File: src/design/fsac_pkg.sv
`default_nettype none

// Shared types and constants of the sorted alpha composite block.
package fsac_pkg;

    // Default fragment capacity of one pixel.
    localparam int MAX_FRAGS_DEF = 16;

    // Depth of the queues that part the front, back and result sides.
    localparam int QUEUE_DEPTH = 2;

    // Field widths.
    localparam int DEPTH_W = 24;
    localparam int COL_W   = 8;
    localparam int ACC_W   = 16;
    localparam int KEY_W   = DEPTH_W + 4 * COL_W;

    // Request codes.
    localparam logic REQ_BASE = 1'b0;
    localparam logic REQ_FRAG = 1'b1;

    // Flipping every bit but the sign turns signed depth into a key that
    // sorts far fragments first under an unsigned ascending compare.
    localparam logic [DEPTH_W-1:0] DEPTH_FLIP = 24'h7F_FFFF;

    // Blend step: dst = (c*257*a + dst*(255-a) + 127) / 255. The numerator
    // stays below 2^24, so a multiply by ceil(2^33/255) and a shift is exact.
    localparam int               NUM_W            = 25;
    localparam int               RECIP_255_W      = 26;
    localparam int               RECIP_255_SHIFT  = 33;
    localparam int               PROD_255_W       = NUM_W + RECIP_255_W;
    localparam logic [NUM_W-1:0] ROUND_255        = 25'd127;
    localparam logic [RECIP_255_W-1:0] RECIP_255  = 26'd33686019;

    // Output conversion: out = (2*dst + 257) / 514, by ceil(2^28/514).
    localparam int                OUT_NUM_W        = ACC_W + 2;
    localparam int                RECIP_514_W      = 20;
    localparam int                RECIP_514_SHIFT  = 28;
    localparam int                PROD_514_W       = OUT_NUM_W + RECIP_514_W;
    localparam logic [OUT_NUM_W-1:0]   HALF_514    = 18'd257;
    localparam logic [RECIP_514_W-1:0] RECIP_514   = 20'd522248;

    // Sort key: ascending order gives depth descending, then colour and
    // alpha ascending.
    typedef struct packed {
        logic [DEPTH_W-1:0] far_first;
        logic [COL_W-1:0]   red;
        logic [COL_W-1:0]   green;
        logic [COL_W-1:0]   blue;
        logic [COL_W-1:0]   alpha;
    } t_key;

    // One classified item as it travels from the front to the back.
    typedef struct packed {
        logic req;
        logic last;
        t_key key;
    } t_item;

    typedef struct packed {
        logic [COL_W-1:0] red;
        logic [COL_W-1:0] green;
        logic [COL_W-1:0] blue;
    } t_rgb;

    // One result transaction.
    typedef struct packed {
        t_rgb colour;
        logic dropped;
    } t_result;

    // Commands to the sorted fragment row.
    typedef struct packed {
        logic insert;
        logic shift_out;
    } t_row_ctl;

    // Stage strobes of one blend lane.
    typedef struct packed {
        logic load_base;
        logic mul;
        logic sum;
        logic div;
        logic fin;
    } t_blend_ctl;

    // Status of the back end, watched by the checks at the top level.
    typedef struct packed {
        logic idle;
        logic take;
        logic res_push;
        logic res_full;
    } t_back_stat;

endpackage

`default_nettype wire

File: src/design/fsac_fifo.sv
`default_nettype none

// Small first-in first-out queue with registered storage.
module fsac_fifo #(
    parameter int W     = 1,
    parameter int DEPTH = fsac_pkg::QUEUE_DEPTH
) (
    input  wire logic         i_clk,
    input  wire logic         i_rst_n,
    input  wire logic         i_push,
    input  wire logic [W-1:0] i_wdata,
    output logic              o_full,
    input  wire logic         i_pop,
    output logic [W-1:0]      o_rdata,
    output logic              o_empty
);

    localparam int AW = $clog2(DEPTH);

    logic [W-1:0] r_mem [DEPTH];
    logic [AW:0]  r_wr_ptr;
    logic [AW:0]  r_rd_ptr;
    logic         w_do_push;
    logic         w_do_pop;

    // Pointers carry one extra bit to tell full from empty.
    assign o_empty   = (r_wr_ptr == r_rd_ptr);
    assign o_full    = (r_wr_ptr[AW] != r_rd_ptr[AW]) &&
                       (r_wr_ptr[AW-1:0] == r_rd_ptr[AW-1:0]);
    assign w_do_push = i_push && !o_full;
    assign w_do_pop  = i_pop && !o_empty;
    assign o_rdata   = r_mem[r_rd_ptr[AW-1:0]];

    // Pointer update.
    always_ff @(posedge i_clk) begin
        if (!i_rst_n) begin
            r_wr_ptr <= '0;
            r_rd_ptr <= '0;
        end else begin
            if (w_do_push) begin
                r_wr_ptr <= r_wr_ptr + 1'b1;
            end
            if (w_do_pop) begin
                r_rd_ptr <= r_rd_ptr + 1'b1;
            end
        end
    end

    // Storage write.
    always_ff @(posedge i_clk) begin
        if (w_do_push) begin
            r_mem[r_wr_ptr[AW-1:0]] <= i_wdata;
        end
    end

endmodule

`default_nettype wire

File: src/design/fsac_front.sv
`default_nettype none

// Front end: accepts items, builds the sort key and queues them for the back.
module fsac_front (
    input  wire logic                              i_clk,
    input  wire logic                              i_rst_n,
    input  wire logic                              i_push,
    output logic                                   o_full,
    input  wire logic                              i_req_type,
    input  wire logic signed [fsac_pkg::DEPTH_W-1:0] i_frag_depth,
    input  wire logic [fsac_pkg::COL_W-1:0]        i_in_red,
    input  wire logic [fsac_pkg::COL_W-1:0]        i_in_green,
    input  wire logic [fsac_pkg::COL_W-1:0]        i_in_blue,
    input  wire logic [fsac_pkg::COL_W-1:0]        i_frag_alpha,
    input  wire logic                              i_last_frag,
    input  wire logic                              i_pop,
    output fsac_pkg::t_item                        o_item,
    output logic                                   o_valid
);

    fsac_pkg::t_item                         w_item;
    logic [$bits(fsac_pkg::t_item)-1:0]      w_rdata;
    logic                                    w_empty;

    // Classify the item and form its key; a base item carries its colour in
    // the colour fields of the key.
    always_comb begin
        w_item.req             = i_req_type;
        w_item.last            = i_last_frag;
        w_item.key.far_first   = i_frag_depth ^ fsac_pkg::DEPTH_FLIP;
        w_item.key.red         = i_in_red;
        w_item.key.green       = i_in_green;
        w_item.key.blue        = i_in_blue;
        w_item.key.alpha       = i_frag_alpha;
    end

    fsac_fifo #(
        .W     ($bits(fsac_pkg::t_item)),
        .DEPTH (fsac_pkg::QUEUE_DEPTH)
    ) u_queue (
        .i_clk   (i_clk),
        .i_rst_n (i_rst_n),
        .i_push  (i_push),
        .i_wdata (w_item),
        .o_full  (o_full),
        .i_pop   (i_pop),
        .o_rdata (w_rdata),
        .o_empty (w_empty)
    );

    assign o_item  = fsac_pkg::t_item'(w_rdata);
    assign o_valid = !w_empty;

endmodule

`default_nettype wire

File: config.mk
export PLATFORM = sky130hd
export DESIGN_NAME = fsac_front
export DESIGN_NICKNAME = d
export VERILOG_FILES = /design/src/design/fsac_pkg.sv /design/src/design/fsac_fifo.sv /design/src/design/fsac_front.sv
export SDC_FILE = /design/constraint.sdc
export NUM_CORES = 1
export LEC_CHECK = 0
export BUFFER_PORTS_ARGS = -buffer_cell sky130_fd_sc_hd__buf_4
export CORE_ASPECT_RATIO = 0.8
export CORE_UTILIZATION = 50
export CTS_CLUSTER_DIAMETER = 200
export DETAILED_ROUTE_END_ITERATION = 12
export PLACE_DENSITY_LB_ADDON = 0.15
export SLEW_MARGIN = 0
export SYNTH_ARGS = -nofsm -noshare
export SYNTH_HDL_FRONTEND = slang
export SYNTH_HIERARCHICAL = 1
export SYNTH_SLANG_ARGS = --single-unit
File: constraint.sdc
create_clock -name i_clk -period 12.6 [get_ports i_clk]
set_clock_uncertainty 0.05 [all_clocks]
set_input_delay 2.52 -clock i_clk [delete_from_list [all_inputs] [get_ports i_clk]]
set_output_delay 2.52 -clock i_clk [all_outputs]
set_load 0.02 [all_outputs]
==> qor.txt, run 1 <==
post-cts sizing count: 0
number of DRC markers in iteration 0: 85
Relative slew margins: 45.42%
level count of the clock H-tree: 4
Post-Route Utilization: 71.29%
critical-path cell list: buf_4, mux2_2, buf_4
status: finished, final reports clean
shortest period the worst path allows: 4.669 ns
number of clock sinks: 121
Post-Route WL: 7713 um
warning count from the yosys run: 6
routed length per placed instance: 15.52 um
source-to-sink clock delay at the later pin of the worst-skew pair: 0.39 ns
max-cap violations: 0
I/O pin count: 122
GR Overflow Total: 0
Storage cell area: 3585 um^2
category of the worst setup path launch point: flip-flop
register-to-register setup slack: 10.23 ns
cell with the most instances on the worst path: buf_4
pin count of the biggest net entering global routing: 48
Detailed Place HPWL: 4883 um
number of vias after detailed routing: 2413
vias per cell: 4.855
final standard cell area without fillers: 6155 um^2
number of buffers created by CTS: 17
CP Data Arrival Time: 2.10 ns
Max Slew Vio Count: 0
Post-DRT Antenna Nets: 0
Placement Rows: 30
placed inst area: 5575 um^2
post-synthesis net count: 298
minimum setup slack after placement: 8.172 ns
number of distinct standard cells referenced by the synthesized netlist: 21
layout cells sized above 1: 56.36%
smallest setup slack after layout: 7.931 ns
net total in the final layout: 434
Synth-to-Final Area Change: 35.85%
worst flop-to-flop path endpoint: u_queue/r_mem[0][46]$_DFFE_PP_
Total Routing Usage GR: 17.41%
worst hold path depth: 2
hold crit path type: flip-flop to flip-flop
Buf+Inv Stages, Crit Path: 2
final clock period utilization by the worst path: 37.06%
maximum root-to-sink buffer count: 2
cells after synthesis: 236
RSZ-0062 raised after global routing: false
Final Instance Count excl. Fillers: 497
Setup Buffers After CTS: 0
slew at the pin closest to its max-slew limit: 0.8169 ns
power density of the placed cells: 176.7 nW/um^2
start-to-end type of the worst setup path: flip-flop to output port
total instance count after detailed placement: 465
post-cts hold buffer count: 0
terminating pin of the worst hold path: u_queue/r_rd_ptr[1]$_SDFFE_PN0P_
Die Area: 9448 um^2
Die Span X: 108.4 um
number of antenna violations at the first check in global routing: 0
detailed-routing iteration count for the pre-antenna-repair pass: 4
count of input and output buffers: 121
Critical Path End Type: output port
post-synth design cell area: 4531 um^2
CTS tree: done
Final setup viols: 0
required time reported for the critical path endpoint: 10.03 ns
final hold slack: 0.5270 ns
DIE HEIGHT: 87.14 um
wire length of the first global-routing pass: 11890 um
Leak Pwr: 2.414 nW
power consumption: 1.087 mW
total negative setup slack: 0 ns
maximum VDD drop: 0.1129 mV
average footprint of a synthesized cell: 19.20 um^2
starting utilization of the core area: 52.48%
hold wc startpoint: u_queue/r_wr_ptr[1]$_SDFFE_PN0N_
Core Region: 8633 um^2
slowest CP cell: buf_4
delay of the slowest cell on the worst path: 0.59 ns
final RePlAce weighted congestion: 0.7241
maximum clock rate: 214.2 MHz
family of cells with the greatest summed delay on the critical path: buffers and inverters
count of antenna diodes in the layout: 0
number of endpoints with negative hold slack in the final report: 0
number of global-route vias before repair: 2458
count of state elements after synthesis: 121
Register-to-Register Path Depth: 4
critical path fanouts, max: 47
number of filler instances in the final layout: 579
Reg-to-Reg Start: u_queue/r_rd_ptr[1]$_SDFFE_PN0P_
number of remaining DRC errors: 0
CTS clk-pin slew, worst paths: 0.05 ns
root cell of the clock tree: clkbuf_16
register area share after synthesis: 79.09%
area of combinational cells with multiple inputs: 825.8 um^2
==> placed cells by master (no fill, tap or decap), drive strengths merged, types with 3 or more instances in the layout <==
cell	instances
clkinv	9
inv	26
nor2	5
clkinvlp	3
buf	124
nand2	4
clkbuf	17
edfxtp	116
mux2	58
dfxtp	5
==> how the worst max path moves through the flow <==
stage / start / endpoint / cells past startpoint
6_report: flip-flop / o_item[57] / 3
5_1_grt: flip-flop / o_item[43] / 3
4_1_cts: flip-flop / o_item[44] / 3
3_5_place_dp: i_push / u_queue/r_mem[1][9]$_DFFE_PP_ / 4
3_3_place_gp: i_push / u_queue/r_mem[1][9]$_DFFE_PP_ / 4
2_1_floorplan: i_push / u_queue/r_mem[1][0]$_DFFE_PP_ / 2
==> where the power goes <==
part	leakage, nW	internal, mW	switching [mW]
Combinational	1.01	0.0662	0.0766
Clock	0.277	0.291	0.170
Sequential	1.13	0.475	0.00894
==> routing by layer <==
| metal | vias up | GRT usage [%] | routed length [um] |
|---|---|---|---|
| met5 | - | 0 | 0 |
| met2 | 87 | 28.02 | 3835 |
| met4 | 0 | 6.634 | 0 |
| met3 | 0 | 6.731 | 582 |
| met1 | 1163 | 21.41 | 3295 |
| li1 | 1163 | - | - |
==> cell type report <==
class	count	share of cell area (%)
flip-flops and latches	121	58.24
repair buffers	124	15.13
multi-input cells	83	13.42
clock buffers	17	6.912
clock inverters	15	2.501
well taps	112	2.277
inverters	25	1.525
==> Yosys cell counts <==
cell,number,area share (%)
a21boi_0,2,0.33
clkbuf_2,1,0.11
mux2_2,58,14
o21ai_0,2,0.22
nand4_1,1,0.14
nor2_1,5,0.41
buf_2,4,0.44
edfxtp_1,116,77
mux2i_1,2,0.44
or3_1,1,0.14
xnor2_1,1,0.19
inv_1,25,2.1
xor2_1,1,0.19
a31oi_1,2,0.28
a21oi_1,1,0.11
and3b_1,1,0.19
buf_4,2,0.33
xor2_2,1,0.36
a311oi_1,1,0.19
nand2_1,4,0.33
dfxtp_1,5,2.2
==> cells by family after synthesis <==
group | synth area share, %
buffers and inverters | 2.955
AO/OA/AOI/OAI | 1.132
flip-flops | 79.09
XOR/XNOR | 0.7458
multiplexers | 14.86
AND/OR/NAND/NOR | 1.215
==> worst register-to-register path, cell delays in order, from the launching register on <==
cell and delay, ns:
dfxtp_1 0.45, xor2_2 0.17, nand2_1 0.16, and3b_2 0.66, buf_4 0.51
==> sequential cells by signal, indices dropped and copies added, names as in the netlist, named ones only <==
signal	cells
u_queue/r_wr_ptr	2
u_queue/r_rd_ptr	2
u_queue/r_mem	116
No activity file was read; power rests on OpenSTA's default activity.
==> run 2: changes to the inputs <==
ABC_AREA = 1   (was unset)
CORE_UTILIZATION = 47   (was 50)
clock period = 3.75 ns   (was 12.6 ns; I/O delays follow)
==> qor.txt, run 2 <==
Register-to-Register Path Depth: 7 (+3)
net total in the final layout: 449 (+3.5%)
GR Overflow Total: 0 (unchanged)
routed length per placed instance: 15.70 um (+1.2%)
start-to-end type of the worst setup path: flip-flop to output port
Synth-to-Final Area Change: 34.97%
post-cts sizing count: 0 (unchanged)
Leak Pwr: 2.527 nW (+4.7%)
layout cells sized above 1: 52.51% (-3.9 points)
I/O pin count: 122 (unchanged)
warning count from the yosys run: 6 (unchanged)
net switching power figure: 0.8486 mW (+230%)
share of the synthesized area in the top cell type: 75.53% (-1.4 points)
register area share after synthesis: 77.70% (-1.4 points)
Post-synth EDFFs: 116 (unchanged)
number of buffers created by CTS: 17 (unchanged)
Post-DRT Antenna Nets: 0 (unchanged)
Total Routing Usage GR: 16.94% (-0.47 points)
vias per cell: 4.782 (-1.5%)
detailed-routing iteration count for the pre-antenna-repair pass: 4 (unchanged)
Reg-to-Reg Start: u_queue/r_wr_ptr[0]$_SDFFE_PN0N_
max-cap violations: 0 (unchanged)
number of endpoints with negative hold slack in the final report: 0 (unchanged)
final RePlAce weighted congestion: 0.6744 (-6.9%)
post-cts hold buffer count: 0 (unchanged)
Setup Buffers After CTS: 0 (unchanged)
Max Slew Vio Count: 0 (unchanged)
minimum setup slack after placement: 1.392 ns (-6.780 ns)
total negative setup slack: 0 ns (unchanged)
maximum VDD drop: 0.3120 mV (+180%)
delay of the slowest cell on the worst path: 0.95 ns (+0.36 ns)
Critical Path Sink: o_item[14]
critical-path cell list: mux2_2, buf_4
clock share of power: 40.9% (-1.4 points)
RSZ-0062 raised after global routing: false
part of the power in registers: 44.4% (about the same)
register-to-register setup slack: 1.92 ns (-8.31 ns)
CTS clk-pin slew, worst paths: 0.05 ns (about the same)
Die Area: 10220 um^2 (+8.1%)
most repeated cell in the gate-level netlist after synthesis: edfxtp_1
level count of the clock H-tree: 4 (unchanged)
Detailed Place HPWL: 4878 um (about the same)
family of cells with the greatest summed delay on the critical path: flip-flops
smallest setup slack after layout: 0.9986 ns (-6.932 ns)
Critical Path End Type: output port
shortest period the worst path allows: 2.751 ns
top post-synthesis cells by count: edfxtp_1 (116), mux2_2 (38), inv_1 (33)
commonest non-fill, non-tap cell in the layout: buf_4
number of distinct standard cells referenced by the synthesized netlist: 11 (-48%)
Post-Route WL: 8055 um (+4.4%)
worst flop-to-flop path endpoint: u_queue/r_mem[0][0]$_DFFE_PP_
required time reported for the critical path endpoint: 2.95 ns (-7.08 ns)
starting utilization of the core area: 49.75% (-2.7 points)
number of antenna violations at the first check in global routing: 0 (unchanged)
Most used DFF post-synth: edfxtp_1
count of state elements after synthesis: 121 (unchanged)
hold crit path type: input pin to flip-flop
count of input and output buffers: 121 (unchanged)
number of vias after detailed routing: 2453 (+1.7%)
final clock period utilization by the worst path: 73.37%
top library cells by usage in the layout, fill and taps aside: buf_4 (123), edfxtp_1 (116), mux2_2 (38)
average footprint of a synthesized cell: 18.45 um^2 (-3.9%)
maximum clock rate: 363.4 MHz
number of clock sinks: 121 (unchanged)
Buf+Inv Stages, Crit Path: 1 (-1)
Die Span X: 112.8 um (+4.0%)
logic depth of the worst setup path including buffers: 2 (-1)
Relative slew margins: 39.65% (-5.8 points)
CTS tree: done
number of remaining DRC errors: 0 (unchanged)
Core Region: 9270 um^2 (+7.4%)
power share of the combinational group: 14.8% (+1.7 points)
number of DRC markers in iteration 0: 110 (+29%)
library cell occupying the most area in the post-synthesis netlist: edfxtp_1
wire length of the first global-routing pass: 12540 um (+5.5%)
FFs w/ async S/R, synth: 0% (unchanged)
category of the worst setup path launch point: flip-flop
Placement Rows: 31 (+3.3%)
slew at the pin closest to its max-slew limit: 0.9053 ns (+0.08836 ns)
most area-consuming cells after synthesis: edfxtp_1 (76%), mux2_2 (9.3%), mux2_4 (6.5%)
number of flip-flops under the largest register name: 116 (unchanged)
Final setup viols: 0 (unchanged)
internal power component: 2.897 mW (+250%)
critical path fanouts, max: 58 (+23%)
post-synth design cell area: 4612 um^2 (+1.8%)
post-synthesis net count: 312 (+4.7%)
count of antenna diodes in the layout: 0 (unchanged)
source-to-sink clock delay at the later pin of the worst-skew pair: 0.39 ns (about the same)
status: finished, final reports clean
final hold slack: 0.4873 ns (-0.03974 ns)
pin count of the biggest net entering global routing: 59 (+23%)
slowest CP cell: dfxtp_4
DIE HEIGHT: 90.60 um (+4.0%)
root cell of the clock tree: clkbuf_16
cells after synthesis: 250 (+5.9%)
CP Data Arrival Time: 1.95 ns (-0.15 ns)
switching share of power: 22.66% (-0.81 points)
maximum root-to-sink buffer count: 2 (unchanged)
power density of the placed cells: 601.7 nW/um^2 (+240%)
number of global-route vias before repair: 2546 (+3.6%)
-- run 2: worst register-to-register path: cells and delay by family (launching register included) --
family                 cells  cell delay (ns)
AND/OR/NAND/NOR            5             0.51
buffers and inverters      2             0.45
flip-flops                 1             0.45
-- run 2: through the flow --
step | instances | utilization, % | cell area [um^2] | total power [mW]
finish | 513 | 67.15 | 6225 | 3.745
CTS | 513 | 67.15 | 6225 | 3.785
floorplan | 250 | - | 4614 | 2.002
global placement | 483 | 61.07 | 5662 | 2.234
global route | 513 | 67.15 | 6225 | 3.887
detailed placement | 483 | 61.07 | 5662 | 2.244
-- run 2: how the worst min path moves through the flow --
stage | to | start | depth (start not counted)
6_report | u_queue/r_mem[1][1]$_DFFE_PP_ | i_frag_alpha[1] | 1
5_1_grt | u_queue/r_mem[0][56]$_DFFE_PP_ | i_last_frag | 1
4_1_cts | u_queue/r_mem[1][1]$_DFFE_PP_ | i_frag_alpha[1] | 1
3_5_place_dp | u_queue/r_wr_ptr[1]$_SDFFE_PN0N_ | u_queue/r_wr_ptr[1]$_SDFFE_PN0N_ | 2
3_3_place_gp | u_queue/r_wr_ptr[1]$_SDFFE_PN0N_ | u_queue/r_wr_ptr[1]$_SDFFE_PN0N_ | 2
2_1_floorplan | flip-flop | u_queue/r_rd_ptr[0]$_SDFFE_PN0P_ | 2
-- run 2: cells by family (layout without fill, tap and decap cells) --
logic type	count (synthesis)	in the layout	share of synthesized area, %
mux	58	58	15.79
simple gates	28	28	2.333
buf+inv	39	187	3.744
compound gates	4	4	0.4341
flops	121	121	77.70
-- run 2: cell type report --
cell class	count	area [um^2]
clock inverter	12	133.9
tap	115	143.9
clock buffer	18	429.2
inverter	33	123.9
sequential	121	3587
multi-input combinational	90	863.3
timing repair buffer	124	943.4
fill	629	3045
-- run 2: layer usage --
layer | part of all wire, % | global-route usage, % | vias up | wire [um]
li1 | - | - | 1181 | -
met1 | 44 | 21.30 | 1181 | 3534
met2 | 49 | 26.70 | 87 | 3930
met3 | 6.7 | 5.570 | 4 | 537
met4 | 0.66 | 7.778 | 0 | 53
met5 | 0 | 0 | - | 0
-- run 2: power groups by stage --
stage | registers, mW | logic, mW | clock network, mW
detailed placement | 1.69 | 0.555 | 0
floorplan | 1.64 | 0.357 | 0
global route | 1.67 | 0.589 | 1.63
finish | 1.66 | 0.553 | 1.53
global placement | 1.68 | 0.552 | 0
CTS | 1.66 | 0.559 | 1.56
==> run 3: changes to the inputs <==
CORE_UTILIZATION = 50   (was 47)
clock period = 2.7 ns   (was 3.75 ns; I/O delays follow)
==> qor.txt, run 3 (synthesized netlist as in run 2, its figures left out) <==
Final setup viols: 0 (unchanged)
Core Region: 8708 um^2 (-6.1%)
RSZ-0062 raised after global routing: false
source-to-sink clock delay at the later pin of the worst-skew pair: 0.39 ns (about the same)
DIE HEIGHT: 87.90 um (-3.0%)
Die Span X: 109.4 um (-3.0%)
routed length per placed instance: 15.67 um (-0.18%)
I/O pin count: 122 (unchanged)
CTS tree: done
power consumption: 5.338 mW (+43%)
level count of the clock H-tree: 4 (unchanged)
Detailed Place HPWL: 5274 um (+8.1%)
maximum root-to-sink buffer count: 2 (unchanged)
count of antenna diodes in the layout: 0 (unchanged)
met3 track utilization from global routing: 5.952% (+0.38 points)
required time reported for the critical path endpoint: 2.11 ns (-0.84 ns)
Post-Route Utilization: 72.49% (+5.3 points)
starting utilization of the core area: 52.96% (+3.2 points)
global-route met1 utilization: 23.50% (+2.2 points)
category of the worst setup path launch point: flip-flop
max-cap violations: 0 (unchanged)
vias per cell: 4.858 (+1.6%)
wire length of the first global-routing pass: 12010 um (-4.2%)
start-to-end type of the worst setup path: flip-flop to output port
slew at the pin closest to its max-slew limit: 0.5054 ns (-0.3999 ns)
Max Slew Vio Count: 0 (unchanged)
post-cts sizing count: 0 (unchanged)
number of filler instances in the final layout: 579 (-7.9%)
status: finished, final reports clean
final RePlAce weighted congestion: 0.7726 (+15%)
busiest grt layer: met2
number of antenna violations at the first check in global routing: 0 (unchanged)
top library cells by usage in the layout, fill and taps aside: buf_4 (124), edfxtp_1 (116), mux2_2 (38)
net total in the final layout: 453 (+0.89%)
Post-Route WL: 8056 um (about the same)
met2 Track Usage GR: 26.47% (-0.23 points)
number of buffers created by CTS: 17 (unchanged)
number of DRC markers in iteration 0: 120 (+9.1%)
number of vias after detailed routing: 2497 (+1.8%)
post-cts hold buffer count: 0 (unchanged)
Synth-to-Final Area Change: 36.87%
Post-DRT Antenna Nets: 0 (unchanged)
final clock period utilization by the worst path: 86.67%
hold crit path type: input pin to flip-flop
maximum clock rate: 427.3 MHz
Total Routing Usage GR: 17.58% (+0.64 points)
Leak Pwr: 2.576 nW (+1.9%)
number of clock sinks: 121 (unchanged)
commonest non-fill, non-tap cell in the layout: buf_4
number of global-route vias before repair: 2488 (-2.3%)
root cell of the clock tree: clkbuf_16
number of flip-flops under the largest register name: 116 (unchanged)
Critical Path End Type: output port
detailed-routing iteration count for the pre-antenna-repair pass: 5 (+1)
layout cells sized above 1: 53.23% (+0.72 points)
Setup Buffers After CTS: 0 (unchanged)
CTS clk-pin slew, worst paths: 0.05 ns (about the same)
Relative slew margins: 66.23% (+27 points)
Placement Rows: 30 (-3.2%)
total negative setup slack: 0 ns (unchanged)
pin count of the biggest net entering global routing: 26 (-56%)
critical path fanouts, max: 18 (-69%)
CP Data Arrival Time: 1.75 ns (-0.20 ns)
Die Area: 9614 um^2 (-5.9%)
number of endpoints with negative hold slack in the final report: 0 (unchanged)
maximum VDD drop: 0.5743 mV (+84%)
count of input and output buffers: 121 (unchanged)
power density of the placed cells: 845.6 nW/um^2 (+41%)
GR Overflow Total: 0 (unchanged)
shortest period the worst path allows: 2.340 ns
number of remaining DRC errors: 0 (unchanged)
run 3: cell types whose count changed in the layout (fill, tap and decap cells not counted):
cell        before  now
buf_4          123  124
buf_12           1    4
clkinvlp_4       2    1
clkinv_1         5    4
bufinv_16        3    4
clkinv_2         2    3
run 3: layout make-up:
cell class / instances / area [um^2] / share of cell area, %
Sequential cell: 121 / 3587 / 56.83
Timing Repair Buffer: 128 / 1011 / 16.02
Multi-Input combinational cell: 90 / 863.3 / 13.68
Clock buffer: 18 / 429.2 / 6.799
Clock inverter: 12 / 157.7 / 2.498
Tap cell: 112 / 140.1 / 2.220
Inverter: 33 / 123.9 / 1.962
run 3: where the power goes:
group          switching, mW  internal (mW)
Sequential            0.0508           2.22
Clock                  0.729           1.51
Combinational          0.420          0.407
run 3: layer usage:
metal	up-vias	share of wire (%)
li1	1194	-
met4	0	0.40
met3	2	6.8
met5	-	0
met1	1212	44
met2	89	49
run 3: worst paths after layout:
path | from | to | slack (ns) | cells after the start
min reg2reg | u_queue/r_wr_ptr[1]$_SDFFE_PN0N_ | u_queue/r_wr_ptr[1]$_SDFFE_PN0N_ | 0.50 | 2
min | i_in_blue[7] | u_queue/r_mem[1][15]$_DFFE_PP_ | 0.28 | 1
max | flip-flop | o_item[19] | 0.36 | 3
max reg2reg | u_queue/r_wr_ptr[0]$_SDFFE_PN0N_ | u_queue/r_mem[0][25]$_DFFE_PP_ | 0.77 | 7
run 3: critical path: stages, from the launching register on:
cell	delay, ns
dfxtp_4	0.51
buf_4	0.31
mux2_2	0.37
buf_4	0.16
run 3: stage by stage:
| step | hold slack (ns) | setup slack, ns | area, um^2 | cells |
|---|---|---|---|---|
| 2_1_floorplan | 0.4440 | 0.3243 | 4619 | 250 |
| 3_3_place_gp | 0.4821 | 0.8010 | 5725 | 484 |
| 3_5_place_dp | 0.4937 | 0.7497 | 5725 | 484 |
| 4_1_cts | 0.2624 | 0.3234 | 6312 | 514 |
| 5_1_grt | 0.2569 | 0.2667 | 6312 | 514 |
| 6_report | 0.2776 | 0.3599 | 6312 | 514 |
